$ cat src/sv/mfb_pkg.sv
// Shared constants, types and tables of the momentum fraction budget filter.
`timescale 1ns / 1ps
`default_nettype none

package mfb_pkg;

    // Result codes carried in the verdict field.
    typedef logic [2:0] verdict_t;
    localparam verdict_t VERDICT_KEPT    = 3'd0;
    localparam verdict_t VERDICT_SKIPPED = 3'd1;
    localparam verdict_t VERDICT_P_OVER  = 3'd2;
    localparam verdict_t VERDICT_T_OVER  = 3'd3;
    localparam verdict_t VERDICT_BOTH    = 3'd4;

    // Configuration register indexes.
    localparam int CFG_IDX_W = 1;
    localparam logic [CFG_IDX_W-1:0] CFG_INVERSE_ENERGY = 1'd0;
    localparam logic [CFG_IDX_W-1:0] CFG_DEPLETE_ENABLE = 1'd1;
    localparam logic [31:0] INVERSE_ENERGY_RESET = 32'd855573;

    // Euler's number and its reciprocal in Q32.
    localparam logic [63:0] E_Q32     = 64'h0000_0002_B7E1_5163;
    localparam logic [63:0] INV_E_Q32 = 64'h0000_0000_5E2D_58D9;

    // Event tag stored with every slot entry.
    localparam int EPOCH_W = 8;
    localparam logic [EPOCH_W-1:0] EPOCH_FIRST = 8'd1;
    localparam logic [EPOCH_W-1:0] EPOCH_LAST  = 8'hFF;

    // Number of Taylor terms in the fraction series.
    localparam logic [3:0] SERIES_TERMS = 4'd14;

    // floor(2^36 / k) for the series divisors.
    function automatic logic [36:0] recip_q36(input logic [3:0] k);
        logic [36:0] m;
        unique case (k)
            4'd1:    m = 37'd68719476736;
            4'd2:    m = 37'd34359738368;
            4'd3:    m = 37'd22906492245;
            4'd4:    m = 37'd17179869184;
            4'd5:    m = 37'd13743895347;
            4'd6:    m = 37'd11453246122;
            4'd7:    m = 37'd9817068105;
            4'd8:    m = 37'd8589934592;
            4'd9:    m = 37'd7635497415;
            4'd10:   m = 37'd6871947673;
            4'd11:   m = 37'd6247225157;
            4'd12:   m = 37'd5726623061;
            4'd13:   m = 37'd5286113595;
            4'd14:   m = 37'd4908534052;
            default: m = 37'd0;
        endcase
        return m;
    endfunction

endpackage

`default_nettype wire

$ cat src/sv/mfb_mulq.sv
// Four-step Q32 multiplier: floor(a * b / 2^32) modulo 2^64 from 32x32 partial products.
`timescale 1ns / 1ps
`default_nettype none

module mfb_mulq
    import mfb_pkg::*;
(
    input  wire logic        clk,
    input  wire logic        rst_n,
    input  wire logic        start,
    input  wire logic [63:0] a,
    input  wire logic [63:0] b,
    output logic             done,
    output logic [63:0]      result
);

    logic        busy_reg;
    logic        done_reg;
    logic [1:0]  step_reg;
    logic [63:0] a_reg;
    logic [63:0] b_reg;
    logic [63:0] acc_reg;
    logic [31:0] op_x;
    logic [31:0] op_y;
    logic [63:0] prod;

    // Partial product order: low-low, low-high, high-low, high-high.
    always_comb
    begin
        unique case (step_reg)
            2'd0:
            begin
                op_x = a_reg[31:0];
                op_y = b_reg[31:0];
            end
            2'd1:
            begin
                op_x = a_reg[31:0];
                op_y = b_reg[63:32];
            end
            2'd2:
            begin
                op_x = a_reg[63:32];
                op_y = b_reg[31:0];
            end
            default:
            begin
                op_x = a_reg[63:32];
                op_y = b_reg[63:32];
            end
        endcase
        prod = op_x * op_y;
    end

    // Step control.
    always_ff @(posedge clk or negedge rst_n)
    begin
        if (!rst_n)
        begin
            busy_reg <= 1'b0;
            done_reg <= 1'b0;
            step_reg <= 2'd0;
        end
        else if (start)
        begin
            busy_reg <= 1'b1;
            done_reg <= 1'b0;
            step_reg <= 2'd0;
        end
        else if (busy_reg)
        begin
            step_reg <= step_reg + 2'd1;
            if (step_reg == 2'd3)
            begin
                busy_reg <= 1'b0;
                done_reg <= 1'b1;
            end
        end
    end

    // Operands and accumulator.
    always_ff @(posedge clk)
    begin
        if (start)
        begin
            a_reg <= a;
            b_reg <= b;
        end
        else if (busy_reg)
        begin
            unique case (step_reg)
                2'd0:    acc_reg <= {32'd0, prod[63:32]};
                2'd1:    acc_reg <= acc_reg + prod;
                2'd2:    acc_reg <= acc_reg + prod;
                default: acc_reg <= acc_reg + {prod[31:0], 32'd0};
            endcase
        end
    end

    assign done   = done_reg;
    assign result = acc_reg;

endmodule

`default_nettype wire

$ cat config.mk
export PLATFORM = sky130hd
export DESIGN_NAME = mfb_mulq
export DESIGN_NICKNAME = d
export VERILOG_FILES = /design/src/sv/mfb_pkg.sv /design/src/sv/mfb_mulq.sv
export SDC_FILE = /design/constraint.sdc
export NUM_CORES = 2
export LEC_CHECK = 0
export BUFFER_PORTS_ARGS = -buffer_cell sky130_fd_sc_hd__buf_2
export CORE_MARGIN = 2
export CORE_UTILIZATION = 45
export CTS_CLUSTER_SIZE = 10
export DETAILED_ROUTE_END_ITERATION = 10
export GPL_ROUTABILITY_DRIVEN = 0
export GPL_TIMING_DRIVEN = 0
export PLACE_DENSITY_LB_ADDON = 0.2
export SLEW_MARGIN = 25
export SYNTH_ARGS = -nofsm -noshare
export SYNTH_HDL_FRONTEND = slang
export SYNTH_SLANG_ARGS = --single-unit
$ cat constraint.sdc
create_clock -name clk -period 12.8 [get_ports clk]
set_input_delay 1.92 -clock clk [delete_from_list [all_inputs] [get_ports clk]]
set_output_delay 1.92 -clock clk [all_outputs]
set_load 0.005 [all_outputs]
==> impl_metrics.ini <==
[outcome]
status = finished clean

[global_route]
grt_pass1_wl_mm = 238
grt_pass1_vias = 36725
track_usage = 0.321
grt_max_degree = 80
gr-total-overflow = 0
antenna_found_initial = 3

[routing]
avgRoutedWirePerCell_um = 25.3
first_pass_iters = 5
drtIter0Drc = 3523
drc_errors = 0
drtAntennaViolNets = 0
routed_wl_mm = 161
vias = 36238
vias_per_cell = 5.70

[synthesis]
synth_top_area_frac = 0.402
synth.most_common_cell = fa_1
mappedNetlistNets = 6228
synth.area.top_cells = fa_1 (40%), edfxtp_1 (13%), ha_1 (10%), inv_1 (7.4%), nor2_1 (5.2%)
synth_area_per_cell_um2 = 9.26
ys.flop_type = edfxtp_1
synth_largest_area_cell = fa_1
netlist_area_um2 = 44800
synth.distinct_cells = 79
synth-seq-cells = 196
synth_edf_count = 192
synthArstFlopShare = 0.0204
synth_cells = 4831
synthTopCellsByCount = fa_1 (898), inv_1 (884), nor2_1 (615), nand2_1 (602), ha_1 (368)
yosys_warnings = 0
ys_seq_area_frac = 0.131

[hold_path]
hold_class = flip-flop to flip-flop

[sta]
hold_viol_final = 0
slew_headroom = 0.246
tightest_slew_ns = 1.13
setup_viol = 0
finalCritPeriodShare = 0.983
maxSlewViolCount = 0
fmax_mhz = 79.5
fin_ws_ns = 0.221
fin_crit_ns = 12.58
tns_ns = 0
finClkSkew_ns = 0.0381

[worst_setup_path]
crit_top_cell = fa_1
arrival_ns = 12.96
crit_required_ns = 13.18
end_kind = flip-flop
cp-start-kind = flip-flop
critPathMaxStageDelay_ns = 0.72
crit_type = flip-flop to flip-flop
slowest_stage = xor2_1
crit_fanout = 11

[layout]
syn_to_final_growth_pct = 9.61
fin_area_um2 = 49000
drive_above_1_share = 0.101
fin_util = 0.498
nets = 6457

[clocking]
clockBufferDepth = 2
numCtsBuffers = 17
clk_pin_slew_ns = 0.08
clock_latency_ns = 0.57
cts_tree = done
h-tree-depth = 4
cts_sinks = 196
cts_root_buffer = clkbuf_16

[floorplanning]
rows = 115
die_x_um = 319
die_h_um = 319
core-area_um2 = 98400
dieArea_um2 = 102000
start_util = 0.455
io-pin-count = 196

[placed_design]
dpl_cell_area_um2 = 47700
dpl.hpwl_mm = 136
post-place-ws_ns = -1.29
portBuffers = 195

[job]
drv_cap = 0
kinds of logic (layout without fill, tap and decap cells):
| logic type | Yosys count | count (layout) | synth area share |
|---|---|---|---|
| other | 0 | 4 | 0 |
| adder cells (fa/ha/maj) | 1266 | 1266 | 0.505 |
| flip-flops | 196 | 196 | 0.131 |
| buffers and inverters | 1101 | 1341 | 0.0930 |
| AO/OA/AOI/OAI | 557 | 557 | 0.0804 |
| AND/OR/NAND/NOR | 1437 | 1437 | 0.132 |
| multiplexers | 126 | 126 | 0.0299 |
| XOR/XNOR | 148 | 148 | 0.0290 |
repair_timing:
item | 4_1_cts | 5_1_grt
hold buffers | 0 | 0
endpoints found under the hold margin | 0 | 0
setup buffers | 4 | 19
pin swaps | 1 | 2
resized for setup | 102 | 142
setup endpoints to repair | 30 | 20
layout by cell type (no fill, tap or decap), types with 7 or more instances in the layout:
cell | netlist | final
mux2i_4 | 0 | 34
buf_4 | 0 | 24
mux2_2 | 62 | 58
xnor2_1 | 81 | 78
clkbuf_4 | 0 | 18
ha_1 | 368 | 365
o21a_1 | 15 | 15
o31ai_1 | 11 | 10
clkbuf_1 | 206 | 98
and3_1 | 24 | 24
inv_1 | 884 | 884
or3_1 | 7 | 7
o22ai_1 | 20 | 20
o21ai_0 | 111 | 110
mux2i_2 | 0 | 15
nor2b_1 | 18 | 17
a211oi_1 | 15 | 14
a21oi_1 | 155 | 154
o21bai_1 | 22 | 22
nor3_1 | 22 | 21
fa_1 | 898 | 898
nand2_1 | 602 | 602
nor2_1 | 615 | 613
edfxtp_1 | 192 | 192
nand2b_1 | 26 | 26
a22o_1 | 9 | 9
and4_1 | 7 | 7
and2_1 | 20 | 19
a21o_1 | 94 | 94
buf_12 | 0 | 7
a31oi_1 | 24 | 24
nand3_1 | 41 | 41
nand4_1 | 33 | 33
clkbuf_2 | 0 | 57
xor2_1 | 67 | 64
buf_2 | 4 | 206
mux2i_1 | 64 | 15
clkbuf_16 | 0 | 17
o211ai_1 | 10 | 10
per-layer routing:
| layer | GRT usage | routed length, µm | vias up |
|---|---|---|---|
| met1 | 0.433 | 63600 | 18212 |
| met5 | 0 | 0 | - |
| li1 | - | - | 15589 |
| met2 | 0.476 | 69500 | 2010 |
| met4 | 0.175 | 10200 | 0 |
| met3 | 0.0794 | 17600 | 427 |
layout make-up:
class                      instances  area (µm²)
antenna                            4        10.0
sequential                       196        5870
fill                            9429       49400
timing repair buffer             228        1390
inverter                         884        3320
multi-input combinational       3534       35300
tap                             1287        1610
clock inverter                    13         119
buffer                           199         982
clock buffer                      17         425
through the flow:
stage | hold WS [ns] | instances
2_1_floorplan | 0.486 | 4831
3_3_place_gp | 0.571 | 6313
3_5_place_dp | 0.583 | 6323
4_1_cts | 0.602 | 6355
5_1_grt | 0.654 | 6358
6_report | 0.602 | 6362
worst max-delay path: cells and delay by family (launching register included):
kind | cells | cell delay, ns
flip-flops | 1 | 0.41
multiplexers | 1 | 0.48
XOR/XNOR | 1 | 0.72
adder cells (fa/ha/maj) | 11 | 4.94
AND/OR/NAND/NOR | 9 | 2.37
AO/OA/AOI/OAI | 9 | 2.15
buffers and inverters | 7 | 1.30
path summary, 6_finish.rpt:
check                                 start           to  slack [ns]  depth (start not counted)
min in group asynchronous             rst_n         done        1.20                          1
worst min-delay path            step_reg[1]  step_reg[1]        0.60                          2
max in group asynchronous             rst_n  step_reg[1]       11.44                          1
worst min register to register  step_reg[1]  step_reg[1]        0.60                          2
worst max-delay path            step_reg[0]   result[63]        0.22                         38
worst max register to register  step_reg[0]   result[63]        0.22                         38
Power is not shown: default switching activity piles up to over one toggle a cycle in this logic, so the estimate is an artifact.
